==> src/sv/position_to_pwm_drive_macros.svh <==
// ----------------------------------------------------------------------------
// position_to_pwm_drive assertion macros
// Shared property forms for the position drive block; each expects clk and
// rst_n in scope.
// ----------------------------------------------------------------------------
`ifndef POSITION_TO_PWM_DRIVE_MACROS_SVH
`define POSITION_TO_PWM_DRIVE_MACROS_SVH

// Same-cycle implication, masked while in reset
`define PTPD_ASSERT_NOW(label, ante, cons, msg) \
  label: assert property (@(posedge clk) disable iff (!rst_n) (ante) |-> (cons)) \
    else $error(msg);

// Next-cycle implication, masked while in reset
`define PTPD_ASSERT_NEXT(label, ante, cons, msg) \
  label: assert property (@(posedge clk) disable iff (!rst_n) (ante) |=> (cons)) \
    else $error(msg);

`endif

==> src/sv/ptpd_pkg.sv <==
// ----------------------------------------------------------------------------
// ptpd_pkg
// Types and constants shared by the position drive modules.
// ----------------------------------------------------------------------------
package ptpd_pkg;

  localparam int POS_W   = 16;
  localparam int POWER_W = 11;
  localparam int CMP_W   = 16;
  localparam int PCT_W   = 7;
  localparam int BITS_W  = 5;
  localparam int IDX_W   = 2;

  // Clamp limit on positions (plus or minus)
  localparam logic signed [POS_W:0] POS_LIMIT = 17'sd32767;

  // Widest PWM resolution in bits
  localparam logic [BITS_W-1:0] PWM_BITS_MAX = 5'd16;

  // mag/40 = (mag >> 3) / 5, done as (x * RECIP5) >> RECIP5_SHIFT
  localparam logic [13:0] RECIP5       = 14'd13108;
  localparam int          RECIP5_SHIFT = 16;

  // y / 25 as (y * RECIP25) >> RECIP25_SHIFT, exact for y below 2^21
  localparam logic [21:0] RECIP25       = 22'd2684355;
  localparam int          RECIP25_SHIFT = 26;

  localparam logic [PCT_W-1:0] FULL_PCT = 7'd100;

  typedef enum logic {
    FUNC_SET_TARGET = 1'b0,
    FUNC_SAMPLE     = 1'b1
  } func_t;

  typedef enum logic [1:0] {
    DRIVE_FWD   = 2'd0,
    DRIVE_REV   = 2'd1,
    DRIVE_BRAKE = 2'd2
  } drive_mode_t;

  typedef enum logic [IDX_W-1:0] {
    CFG_MIN_POWER = 2'd0,
    CFG_MAX_POWER = 2'd1,
    CFG_PWM_BITS  = 2'd2
  } cfg_index_t;

  // How the compare value is formed in the last stage
  typedef enum logic [1:0] {
    CMP_FULL_SCALE = 2'd0,
    CMP_ZERO       = 2'd1,
    CMP_PROP       = 2'd2
  } cmp_kind_t;

  // Middle pipeline stage contents
  typedef struct packed {
    drive_mode_t        mode;
    logic [POWER_W-1:0] power;
    logic               off;
    cmp_kind_t          kind;
    logic [PCT_W-1:0]   headroom;
  } mid_t;

endpackage

==> src/sv/ptpd_power.sv <==
// ----------------------------------------------------------------------------
// ptpd_power
// Input register, target store, distance and power level; loads the middle
// stage with direction, power and the compare selection.
// ----------------------------------------------------------------------------
module ptpd_power (
  input  logic                        clk,
  input  logic                        rst_n,
  input  logic                        in_valid,
  output logic                        in_ready,
  input  logic                        in_func,
  input  logic [ptpd_pkg::POS_W-1:0]  in_position_value,
  input  logic [ptpd_pkg::PCT_W-1:0]  min_power,
  input  logic [ptpd_pkg::PCT_W-1:0]  max_power,
  output logic                        mid_valid,
  input  logic                        mid_ready,
  output ptpd_pkg::mid_t              mid
);
  import ptpd_pkg::*;

  logic                    v1_r;
  func_t                   func1_r;
  logic [POS_W-1:0]        pos1_r;
  logic signed [POS_W-1:0] target_r;
  logic                    v2_r;
  mid_t                    mid_r;
  mid_t                    mid_nxt;

  logic                    ready2;
  logic                    move1;
  logic                    load2;
  logic signed [POS_W:0]   pos_ext;
  logic signed [POS_W:0]   pos_c;
  logic signed [POS_W:0]   delta;
  logic [POS_W:0]          mag;
  logic [27:0]             pow_prod;
  logic [POWER_W-1:0]      power;

  // Stage hand-off
  assign ready2   = !v2_r || mid_ready;
  assign move1    = v1_r && ((func1_r == FUNC_SET_TARGET) || ready2);
  assign load2    = move1 && (func1_r == FUNC_SAMPLE);
  assign in_ready = !v1_r || move1;

  // Clamp, distance, magnitude and power level
  always_comb begin
    pos_ext = {pos1_r[POS_W-1], pos1_r};
    if (pos_ext > POS_LIMIT) begin
      pos_c = POS_LIMIT;
    end else if (pos_ext < -POS_LIMIT) begin
      pos_c = -POS_LIMIT;
    end else begin
      pos_c = pos_ext;
    end
    delta    = pos_c - {target_r[POS_W-1], target_r};
    mag      = delta[POS_W] ? (POS_W+1)'(-delta) : (POS_W+1)'(delta);
    pow_prod = 28'(mag[POS_W:3]) * 28'(RECIP5);
    power    = pow_prod[RECIP5_SHIFT +: POWER_W];
  end

  // Direction and compare selection; the brake test wins
  always_comb begin
    mid_nxt.power    = power;
    mid_nxt.mode     = (!delta[POS_W] && (delta != '0)) ? DRIVE_FWD : DRIVE_REV;
    mid_nxt.off      = 1'b0;
    mid_nxt.headroom = '0;
    if (power < POWER_W'(min_power)) begin
      mid_nxt.mode = DRIVE_BRAKE;
      mid_nxt.off  = 1'b1;
      mid_nxt.kind = CMP_FULL_SCALE;
    end else if ((power > POWER_W'(max_power)) || (power >= POWER_W'(FULL_PCT))) begin
      mid_nxt.kind = CMP_ZERO;
    end else begin
      mid_nxt.kind     = CMP_PROP;
      mid_nxt.headroom = FULL_PCT - power[PCT_W-1:0];
    end
  end

  // Control registers
  always_ff @(posedge clk) begin
    if (!rst_n) begin
      v1_r     <= 1'b0;
      v2_r     <= 1'b0;
      target_r <= '0;
    end else begin
      if (in_ready) begin
        v1_r <= in_valid;
      end
      if (load2) begin
        v2_r <= 1'b1;
      end else if (mid_ready) begin
        v2_r <= 1'b0;
      end
      if (move1 && (func1_r == FUNC_SET_TARGET)) begin
        target_r <= pos_c[POS_W-1:0];
      end
    end
  end

  // Payload registers
  always_ff @(posedge clk) begin
    if (in_valid && in_ready) begin
      func1_r <= func_t'(in_func);
      pos1_r  <= in_position_value;
    end
    if (load2) begin
      mid_r <= mid_nxt;
    end
  end

  assign mid_valid = v2_r;
  assign mid       = mid_r;

endmodule

==> src/sv/ptpd_compare.sv <==
// ----------------------------------------------------------------------------
// ptpd_compare
// Forms the inverted PWM compare value and holds the result register.
// ----------------------------------------------------------------------------
`include "position_to_pwm_drive_macros.svh"

module ptpd_compare (
  input  logic                          clk,
  input  logic                          rst_n,
  input  logic                          mid_valid,
  output logic                          mid_ready,
  input  ptpd_pkg::mid_t                mid,
  input  logic [ptpd_pkg::BITS_W-1:0]   pwm_bits,
  output logic                          out_valid,
  input  logic                          out_ready,
  output logic [1:0]                    out_drive_mode,
  output logic [ptpd_pkg::CMP_W-1:0]    out_pwm_compare,
  output logic [ptpd_pkg::POWER_W-1:0]  out_power_level,
  output logic                          out_motor_off
);
  import ptpd_pkg::*;

  logic                out_valid_r;
  drive_mode_t         mode_r;
  logic [CMP_W-1:0]    cmp_r;
  logic [CMP_W-1:0]    cmp_nxt;
  logic [POWER_W-1:0]  power_r;
  logic                off_r;

  logic [BITS_W-1:0]   bits;
  logic [CMP_W-1:0]    max_pwm;
  logic [22:0]         num;
  logic [42:0]         quot_prod;

  assign mid_ready = !out_valid_r || out_ready;

  // Full scale and headroom * max_pwm / 100 (max_pwm is 2^b - 1)
  always_comb begin
    bits      = (pwm_bits > PWM_BITS_MAX) ? PWM_BITS_MAX : pwm_bits;
    max_pwm   = CMP_W'((17'd1 << bits) - 17'd1);
    num       = (23'(mid.headroom) << bits) - 23'(mid.headroom);
    quot_prod = 43'(num[22:2]) * 43'(RECIP25);
    case (mid.kind)
      CMP_FULL_SCALE: cmp_nxt = max_pwm;
      CMP_PROP:       cmp_nxt = quot_prod[RECIP25_SHIFT +: CMP_W];
      default:        cmp_nxt = '0;
    endcase
  end

  // Result register
  always_ff @(posedge clk) begin
    if (!rst_n) begin
      out_valid_r <= 1'b0;
    end else if (mid_ready) begin
      out_valid_r <= mid_valid;
    end
  end

  always_ff @(posedge clk) begin
    if (mid_valid && mid_ready) begin
      mode_r  <= mid.mode;
      cmp_r   <= cmp_nxt;
      power_r <= mid.power;
      off_r   <= mid.off;
    end
  end

  assign out_valid       = out_valid_r;
  assign out_drive_mode  = mode_r;
  assign out_pwm_compare = cmp_r;
  assign out_power_level = power_r;
  assign out_motor_off   = off_r;

  // Checks
  `PTPD_ASSERT_NOW(a_off_is_brake, out_valid_r, off_r == (mode_r == DRIVE_BRAKE), "motor_off and brake mode disagree")
  `PTPD_ASSERT_NOW(a_high_power_full_on, out_valid_r && !off_r && (power_r >= POWER_W'(FULL_PCT)), cmp_r == '0, "power of a hundred or more not fully on")
  `PTPD_ASSERT_NEXT(a_zero_kind, mid_valid && mid_ready && (mid.kind == CMP_ZERO), out_valid_r && (cmp_r == '0), "fully-on transaction lost its zero compare")
  `PTPD_ASSERT_NEXT(a_mid_taken, mid_valid && mid_ready, out_valid_r, "accepted transaction did not reach the result register")

endmodule

==> src/sv/position_to_pwm_drive.sv <==
// ----------------------------------------------------------------------------
// position_to_pwm_drive
// Proportional position drive for an H-bridge motor.
// ----------------------------------------------------------------------------
// Usage:
//   Input channel (in_valid/in_ready): in_func 0 stores a clamped target
//   position and gives no result; in_func 1 is a measured position sample
//   and gives one result on the out_ channel.
//   Result: drive mode (forward, reverse, brake), inverted PWM compare
//   (0 is fully on), power level |distance| / 40 and a motor-off flag.
//   Configuration channel (cfg_valid/cfg_ready, always ready): index 0
//   min_power, 1 max_power, 2 pwm_bits; index 3 is ignored. Write only
//   while no transaction is in flight.
//   Stages: three register stages (input, power, result); a sample passes
//   from the input register through the power stage to the result register.
//   Throughput: one transaction per cycle while out_ready holds, set by the
//   three-stage pipeline, one multiplier in each of its two arithmetic stages.
//   Stall: a sample holds in its stage while the next is full; a target
//   write does not; input is taken until all three stages are occupied.
//   Reset (rst_n low, synchronous): pipeline emptied, target position 0,
//   min_power 0, max_power 100, pwm_bits 8.
// ----------------------------------------------------------------------------
module position_to_pwm_drive (
  input  logic                          clk,
  input  logic                          rst_n,
  input  logic                          in_valid,
  output logic                          in_ready,
  input  logic                          in_func,
  input  logic [ptpd_pkg::POS_W-1:0]    in_position_value,
  output logic                          out_valid,
  input  logic                          out_ready,
  output logic [1:0]                    out_drive_mode,
  output logic [ptpd_pkg::CMP_W-1:0]    out_pwm_compare,
  output logic [ptpd_pkg::POWER_W-1:0]  out_power_level,
  output logic                          out_motor_off,
  input  logic                          cfg_valid,
  output logic                          cfg_ready,
  input  logic [ptpd_pkg::IDX_W-1:0]    cfg_index,
  input  logic [ptpd_pkg::PCT_W-1:0]    cfg_data
);
  import ptpd_pkg::*;

  logic [PCT_W-1:0]  min_power_r;
  logic [PCT_W-1:0]  max_power_r;
  logic [BITS_W-1:0] pwm_bits_r;
  logic              mid_valid;
  logic              mid_ready;
  mid_t              mid;

  // Configuration registers
  assign cfg_ready = 1'b1;

  always_ff @(posedge clk) begin
    if (!rst_n) begin
      min_power_r <= '0;
      max_power_r <= FULL_PCT;
      pwm_bits_r  <= 5'd8;
    end else if (cfg_valid && cfg_ready) begin
      case (cfg_index)
        CFG_MIN_POWER: min_power_r <= cfg_data;
        CFG_MAX_POWER: max_power_r <= cfg_data;
        CFG_PWM_BITS:  pwm_bits_r  <= cfg_data[BITS_W-1:0];
        default: ;
      endcase
    end
  end

  // Front stages: target, distance, power
  ptpd_power u_power (
    .clk               (clk),
    .rst_n             (rst_n),
    .in_valid          (in_valid),
    .in_ready          (in_ready),
    .in_func           (in_func),
    .in_position_value (in_position_value),
    .min_power         (min_power_r),
    .max_power         (max_power_r),
    .mid_valid         (mid_valid),
    .mid_ready         (mid_ready),
    .mid               (mid)
  );

  // Back stage: compare value and result register
  ptpd_compare u_compare (
    .clk             (clk),
    .rst_n           (rst_n),
    .mid_valid       (mid_valid),
    .mid_ready       (mid_ready),
    .mid             (mid),
    .pwm_bits        (pwm_bits_r),
    .out_valid       (out_valid),
    .out_ready       (out_ready),
    .out_drive_mode  (out_drive_mode),
    .out_pwm_compare (out_pwm_compare),
    .out_power_level (out_power_level),
    .out_motor_off   (out_motor_off)
  );

endmodule

==> config.mk <==
export PLATFORM = sky130hd
export DESIGN_NAME = position_to_pwm_drive
export DESIGN_NICKNAME = d
export VERILOG_FILES = /design/src/sv/ptpd_pkg.sv /design/src/sv/ptpd_power.sv /design/src/sv/ptpd_compare.sv /design/src/sv/position_to_pwm_drive.sv
export VERILOG_INCLUDE_DIRS = /design/src /design/src/sv
export SDC_FILE = /design/constraint.sdc
export NUM_CORES = 1
export LEC_CHECK = 0
export ABC_CLOCK_PERIOD_IN_PS = 9900
export BUFFER_PORTS_ARGS = -buffer_cell sky130_fd_sc_hd__buf_4
export CORE_MARGIN = 4
export CORE_UTILIZATION = 59
export CTS_CLUSTER_DIAMETER = 150
export DETAILED_ROUTE_END_ITERATION = 10
export PLACE_DENSITY = 0.79
export SETUP_SLACK_MARGIN = 0.2
export SYNTH_ARGS = -nofsm -noshare
export SYNTH_HDL_FRONTEND = slang
export SYNTH_SLANG_ARGS = --single-unit
==> constraint.sdc <==
create_clock -name clk -period 9.9 [get_ports clk]
set_clock_uncertainty 0.2 [all_clocks]
set_input_delay 0.99 -clock clk [delete_from_list [all_inputs] [get_ports clk]]
set_output_delay 0.99 -clock clk [all_outputs]
set_load 0.1 [all_outputs]
Word level (Yosys, flattened, before mapping)
Index checks and enable logic that the tools add are counted.
{"block": "classes", "n_mux": 10, "reduce_logical": 23, "order_cmp": 6, "bitwise_logic": 1, "addsub": 5, "n_mul": 2, "div_mod_pow": 0, "eq_ne": 3, "n_shift": 2}
{"cell": "$mux W17", "n": 3}
{"cell": "$mul A21 B22 Y42 const B", "n": 1}
{"cell": "$pmux W16 S2", "n": 1}
{"cell": "$mul A14 B12 Y25 const B", "n": 1}
{"cell": "$shl A7 B5 Y23", "n": 1}
{"cell": "$sub A23 B7 Y23", "n": 1}
{"cell": "$neg A17 Y17", "n": 1}
{"cell": "$reduce_bool A17 Y1", "n": 1}
{"cell": "$sub A17 B17 Y17", "n": 1}
{"cell": "$gt A16 B16 Y1 const B", "n": 1}
{"cell": "$lt A16 B16 Y1 const B", "n": 1}
{"cell": "$shl A1 B5 Y16 const A", "n": 1}
{"cell": "$sub A16 B1 Y16 const B", "n": 1}
{"cell": "$ge A11 B7 Y1 const B", "n": 1}
{"cell": "$gt A11 B7 Y1", "n": 1}
{"cell": "$lt A11 B7 Y1", "n": 1}
{"cell": "$sub A7 B7 Y7 const A", "n": 1}
{"cell": "$logic_and A1 B1 Y1", "n": 6}
{"cell": "$reduce_and A2 Y1", "n": 3}
{"cell": "$gt A5 B5 Y1 const B", "n": 1}
{"cell": "$logic_or A1 B1 Y1", "n": 5}
{"cell": "$mux W5", "n": 1}
{"cell": "$eq A2 B2 Y1 const B", "n": 2}
{"cell": "$logic_not A1 Y1", "n": 4}
{"cell": "7 further kinds", "n": 11}
{"block": "word_totals", "latchBits": 0, "input_bits": 31, "ff_bits": 108, "mem_bits_rw": 0, "rom_bits": 0, "mem_count": 0, "output_inout_bits": 33}

Logic depth before layout (Yosys ltp)
Gate-level depths: netlist of run 1.
{"block": "depth", "word_depth": 10, "depth_mapped": 41, "ltp_nobuf": 40}

Modules after synthesis
A second synthesis of run 1 with hierarchy kept.
{"block": "hier_totals", "hier_cells": 1867, "hier_area_um2": 17828.3}
{"mod": "ptpd_compare", "area_per_inst_um2": 10102.2, "seq_area_each_um2": 920.9, "cells_per_inst": 1046, "n_inst": 1}
{"mod": "ptpd_power", "area_per_inst_um2": 6942.9, "seq_area_each_um2": 1561.5, "cells_per_inst": 741, "n_inst": 1}
{"mod": "position_to_pwm_drive", "area_per_inst_um2": 783.3, "seq_area_each_um2": 380.4, "cells_per_inst": 80, "n_inst": 1}

Worst setup path before layout of run 1
Ideal clock, no wire load.
{"block": "synth_path", "kind": "register to register", "start": "register u_power.pos1_r[4]", "end": "register u_power.mid_r, in the netlist u_power.mid[7], data pin", "arrival_ns": 9.554, "n_path_buf": 1, "synth_period_minus_slack_ns": 10.009, "path_stages_with_launch": 40, "setup_slack_ns": -0.109, "cell_sequence": "edfxtp_1 nor4_1 a41o_1 ha_1 clkbuf_1 nor2_1 ha_1 fa_1 nor2b_1 o2111a_1 nor3_1 xnor2_1 or4_1 a2111o_1 and2_1 xnor2_2 inv_2 ha_1 [... 4 more ...] fa_1 inv_1 fa_1 inv_1 ha_1 a21o_1 a21oi_1 o21ai_0 a211oi_2 o21ai_1 xor2_1 ha_1 nand2_1 nor4_1 a21oi_1 a31oi_1 nand2_1 a21bo_2"}
{"element": "from (decl)", "line_no": "ptpd_power.sv:23", "text": "logic [POS_W-1:0] pos1_r;"}
{"element": "from (signal assigned)", "line_no": "ptpd_power.sv:104", "text": "pos1_r <= in_position_value;"}
{"element": "to (signal assigned)", "line_no": "ptpd_power.sv:107", "text": "mid_r <= mid_nxt;"}
{"element": "to (decl)", "line_no": "ptpd_power.sv:26", "text": "mid_t mid_r;"}

==> results.ini, run 1 <==
[clock_tree]
clk_latency_ns=0.37
hold_buffers=0
cts_buffers=9
cts_root_buf=clkbuf_16
clk_path_buf_depth=2
cts.sinks=108
cts_tree=done
clk_pin_slew_ns=0.09
cts-htree-levels=3

[route]
ant_nets=0
drtIter0Drc=943
totalWireLength_mm=45.6
route.detailed.drc=0
viasPerCell=5.75
wl_per_cell_um=18.7
firstDrtPassIters=5
num_vias=14000

[floorplanning]
initial_utilization_pct=60.0
rows=63
ios=64
coreArea_um2=29700
die_area_um2=33100
fp.dieH_um=182
die_x_um=182

[setup_path]
cp_data_arrival_time_ns=9.51
endpoint_kind=flip-flop
endpoint=u_power.mid[7]
r2r-start=u_power.pos1_r[10]
crit_start=u_power.pos1_r[10]
critPathSlowestCell=or4_4
startpoint_type=flip-flop
timing.rr.end=u_power.mid[7]
r2r_slack_ns=0.31
cp_data_required_time_ns=9.82
path_class=flip-flop to flip-flop
critPathMaxFanout=8
crit_path_max_incr_delay_ns=0.53
r2r.worst_path.cells=39

[placement]
dp_cells=2366
portBuffers=62
placed_area_um2=19100
dpl.hpwl_mm=36.5
place.gp.congestion=0.971

[global_route]
antenna_found_initial=0
grt_first_pass_wirelength_mm=70.7
grt_usage_pct=26.4
grt_remaining_overflow=0
grt_pass1_vias=14400
grt_max_degree=39

[sta]
worst_pin_slew_ns=1.25
max_freq_mhz=104
whs_ns=0.217
setup_tns_ns=0
min_period_ns=9.59
hold_viol=0
report.final.slew_viol_count=0
slew_headroom_pct=16.2
fin_crit_sh_pct=96.9
setup_violations=0

[cells_and_area]
area_delta_synth_final_pct=15.2
area.sequential_um2=2870
n_antenna_cell=0
multi_input_area_um2=14000
nets=2603
drive_gt1_share_pct=17.2
final_common_cell=inv_1
final_area_um2=20500
instances_no_fill=2435
nFillCells=2102
layout_common_cells=414 x inv_1, 308 x ha_1, 198 x fa_1

[logic_synthesis]
synthArstFlopShare_pct=0
synth_nets=2459
syn_area_um2=17800
synthCells=1896
syn_avg_cell_area_um2=9.41
ys_ff_latch=108
ys.flop_type=edfxtp_1
synth-edff-count=70
ys_warn_count=0
synth_seq_area_share_pct=16.1
synth_cell_types=90

[job]
maxCapViolCount=0

[hold_path]
hp-class=flip-flop to flip-flop

[status]
status=finished, final reports clean

-- metrics by stage --
| step | setup WS, ns | utilization [%] |
|---|---|---|
| floorplan | 0.209 | - |
| CTS | 0.193 | 66.0 |
| detailed placement | -0.191 | 64.2 |
| global placement | 0.147 | 64.2 |
| finish | 0.307 | 69.1 |
| global route | -0.0773 | 69.1 |
-- cell usage after synthesis, drive strengths merged (9+ instances only) --
library cell,number,area [µm²]
or3,11,68.8
fa,204,4080
clkbuf,31,116
ha,328,4100
xnor2,53,472
inv,424,1590
o21a,16,120
mux2i,19,190
and3,12,75.1
xor2,26,228
edfxtp,70,2100
nand2b,17,106
o31ai,10,75.1
or2,18,115
a21oi,65,325
buf,9,52.5
dfxtp,38,761
a21o,20,150
nor2b,52,325
a211oi,18,140
nor3,30,155
nor2,78,300
o21ai,66,330
nand3,15,75.1
nand2,96,360
nand4,15,93.8
a21boi,21,158
a221oi,9,85.1
-- state kept, by name, summed over array words and instances (netlist names), 2 cells and up --
register,count
pwm_bits_r,5
u_power.mid,23
min_power_r,7
u_power.target_r,16
u_compare.out_pwm_compare,16
max_power_r,7
u_power.pos1_r,16
u_compare.out_drive_mode,2
u_compare.out_power_level,11
-- cell type report --
type / count / share of cell area [%]
clock inverter: 6 / 0.280
clock buffer: 10 / 1.12
inverter: 424 / 7.75
tap: 390 / 2.38
sequential: 108 / 14.0
multi-input combinational: 1324 / 68.0
timing repair buffer: 173 / 6.53
-- repair_timing --
| action | 4_1_cts | 5_1_grt |
|---|---|---|
| pin swaps | 8 | 57 |
| gates cloned | 0 | 1 |
| setup buffers | 12 | 40 |
| setup endpoints to repair | 17 | 25 |
| resized for setup | 36 | 125 |
-- cells by family after synthesis --
group                      after synthesis  share of synthesized area, %
DFF                                    108                          16.1
other                                    1                        0.0210
buffers and inverters                  464                          9.87
and+or+nand+nor                        390                          11.4
AOI/OAI and AO/OA                      298                          11.4
xor gates and xnor gates                79                          3.92
muxes                                   24                          1.40
adders and majority gates              532                          45.9
-- worst max-delay path: cells and delay by family (launching register included) --
kind / cells / cell delay [ns]
simple gates: 8 / 1.98
mux: 1 / 0.21
flops: 1 / 0.40
buf+inv: 7 / 0.69
xor+xnor: 2 / 0.29
fa+ha+maj: 9 / 3.26
compound gates: 12 / 2.27
-- worst min-delay path by stage --
stage	startpoint	to	slack [ns]	cells past startpoint
floorplan	u_power.mid[21]	u_compare.out_drive_mode[0]	0.20	0
global placement	u_power.mid[10]	u_compare.out_power_level[0]	0.20	0
detailed placement	u_power.mid[13]	u_compare.out_power_level[3]	0.21	0
CTS	u_power.mid[14]	u_compare.out_power_level[4]	0.22	0
global route	u_power.mid[14]	u_compare.out_power_level[4]	0.24	0
finish	u_power.mid[14]	u_compare.out_power_level[4]	0.22	0
-- routing by layer --
layer | GRT usage, % | share of wire [%] | up-vias
li1 | - | - | 6557
met2 | 47.3 | 51 | 507
met3 | 3.67 | 5.5 | 145
met4 | 8.59 | 4.1 | 0
met5 | 0 | 0 | -
met1 | 32.8 | 40 | 6797
Power of run 1 is left out: the tool's default activity adds up to more than one toggle a clock period on the data nets, which glitch-free logic cannot reach.
==> run 2: changes to the inputs <==
--- a/config.mk
+++ b/config.mk
@@ -16,4 +16,5 @@
 export SETUP_SLACK_MARGIN = 0.2
 export SYNTH_ARGS = -nofsm -noshare
 export SYNTH_HDL_FRONTEND = slang
+export SYNTH_HIERARCHICAL = 1
 export SYNTH_SLANG_ARGS = --single-unit
==> results.ini, run 2 <==
[setup_path]
timing.rr.end=u_power/mid[4]
path_class=flip-flop to flip-flop
r2r.worst_path.cells=43
r2r_slack_ns=0.25
critPathSlowestCell=fa_1
crit_path_max_incr_delay_ns=0.53
cp_data_required_time_ns=9.81
r2r-start=u_power/pos1_r[9]
cp_data_arrival_time_ns=9.56
critPathMaxFanout=6
startpoint_type=flip-flop
cpMostUsedCell=buf_4
endpoint_kind=flip-flop

[clock_tree]
cts_tree=done
clk_path_buf_depth=2
clk_pin_slew_ns=0.09
clk_latency_ns=0.36
hold_buffers=0
cts.sinks=108
cts-htree-levels=3
cts_buffers=9
cts_root_buf=clkbuf_16

[global_route]
grt_remaining_overflow=0
grt_first_pass_wirelength_mm=71.1
grt_usage_pct=26.5
antenna_found_initial=0
grt_pass1_vias=14200
grt_max_degree=46

[route]
top_layer=met4
viasPerCell=5.77
drtIter0Drc=947
route.detailed.drc=0
wl_met3_mm=2.22
totalWireLength_mm=46.2
wl_per_cell_um=18.9
num_vias=14100
firstDrtPassIters=6
ant_nets=0
wl_met2_mm=23.5
m1WireLength_mm=18.8

[logic_synthesis]
ys_warn_count=6
syn_area_um2=17800
synth_seq_area_share_pct=16.1
ys_ff_latch=108
synthArstFlopShare_pct=0
yosysTopAreaCellShare_pct=23.3
syn_avg_cell_area_um2=9.55
yosysMostFrequentCell=inv_1
synth_cell_types=102
synth.area.top_cells=ha_1 23%, fa_1 22%, edfxtp_1 12%, inv_1 8.6%, dfxtp_1 4.3%
ys.flop_type=edfxtp_1
synthCells=1867
synth-edff-count=70
synth_nets=2423
synth_area_leader_cell=ha_1
ys_top_cells_by_count=409 x inv_1, 332 x ha_1, 193 x fa_1

[hold_path]
worstHoldPathCells=0
whs_endpoint=u_compare/out_power_level[4]
min_from=u_power/mid[14]
hp-class=flip-flop to flip-flop

[sta]
report.final.slew_viol_count=0
slew_headroom_pct=23.9
setup_violations=0
max_freq_mhz=104
fin_crit_sh_pct=97.5
min_period_ns=9.65
hold_viol=0
worst_pin_slew_ns=1.14

[floorplanning]
coreArea_um2=29700
initial_utilization_pct=60.0
rows=63
die_x_um=182
fp.dieH_um=182
die_area_um2=33100
ios=64

[cells_and_area]
final_common_cell=inv_1
largest_register_ffs=23
area_delta_synth_final_pct=17.7
nets=2605
layout_common_cells=392 x inv_1, 308 x ha_1, 191 x buf_4
fin_util_pct=70.6
nFillCells=2151
drive_gt1_share_pct=20.1
n_antenna_cell=0
instances_no_fill=2444

[placement]
dpl.hpwl_mm=37.0
dp_cells=2368
portBuffers=62
place.gp.congestion=0.984

[status]
status=finished, final reports clean

[job]
maxCapViolCount=0

## run 2: changes by cell type after synthesis, moves of 13 or more
cell,previous run,this run
a21o_1,20,33
inv_1,423,409
nand2_1,96,120
nor2_1,77,60
nor2b_1,52,35
nor3_1,29,14
o21ai_0,64,46
xor2_1,26,41
## run 2: how the worst max path moves through the flow
stage	from	to	slack [ns]	cells after the start
finish	u_power/pos1_r[9]	u_power/mid[4]	0.25	43
global route	u_power/pos1_r[9]	u_power/mid[4]	-0.04	41
CTS	u_power/pos1_r[5]	u_power/mid[5]	0.20	38
detailed placement	u_power/pos1_r[5]	u_power/mid[0]	-0.18	35
global placement	u_power/pos1_r[13]	u_power/mid[0]	-0.03	35
floorplan	u_power/pos1_r[3]	u_power/mid[2]	0.20	41
## run 2: repair_timing
| item | CTS | global route |
|---|---|---|
| pin swaps | 9 | 84 |
| endpoints found under the setup margin | 19 | 24 |
| gates resized for setup | 29 | 158 |
| buffers inserted | 5 | 55 |
## run 2: kinds of logic after synthesis
kind of cell / after synthesis / share of synthesized area, %
adders and majority gates: 527 / 45.1
buffers and inverters: 444 / 9.54
and+or+nand+nor: 377 / 11.5
AOI/OAI and AO/OA: 294 / 11.7
DFF: 108 / 16.1
xor gates and xnor gates: 89 / 4.53
muxes: 27 / 1.63
other: 1 / 0.0210
## run 2: critical path, delay by kind of cell, from the launching register on
kind	cells	cell delay (ns)
buf+inv	12	1.28
fa+ha+maj	10	3.44
xor+xnor	2	0.33
compound gates	12	2.40
flops	1	0.41
simple gates	7	1.33
## run 2: area by class of cell
class                      count  area, µm²  area share, %
timing repair buffer         206       1630           7.77
inverter                     409       1540           7.32
tap                          390        488           2.33
clock buffer                  10        239           1.14
multi-input combinational   1315      14200           67.5
clock inverter                 6       56.3          0.268
sequential                   108       2870           13.7
## run 2: metrics by stage
stage | cell area (µm²) | hold WS (ns) | setup TNS (ns) | setup WS [ns]
finish | 21000 | 0.206 | 0 | 0.246
global route | 21000 | 0.218 | -0.120 | -0.0438
CTS | 19800 | 0.210 | 0 | 0.203
detailed placement | 19300 | 0.205 | -1.07 | -0.185
global placement | 19300 | 0.206 | -0.0290 | -0.0290
floorplan | 17900 | 0.200 | 0 | 0.203
## run 2: per-layer routing
layer / vias to the layer above / global-route usage [%]
li1: 6612 / -
met1: 6845 / 34.8
met2: 513 / 47.3
met3: 134 / 2.22
met4: 0 / 6.99
met5: - / 0
Power of run 2 is left out for the same reason.
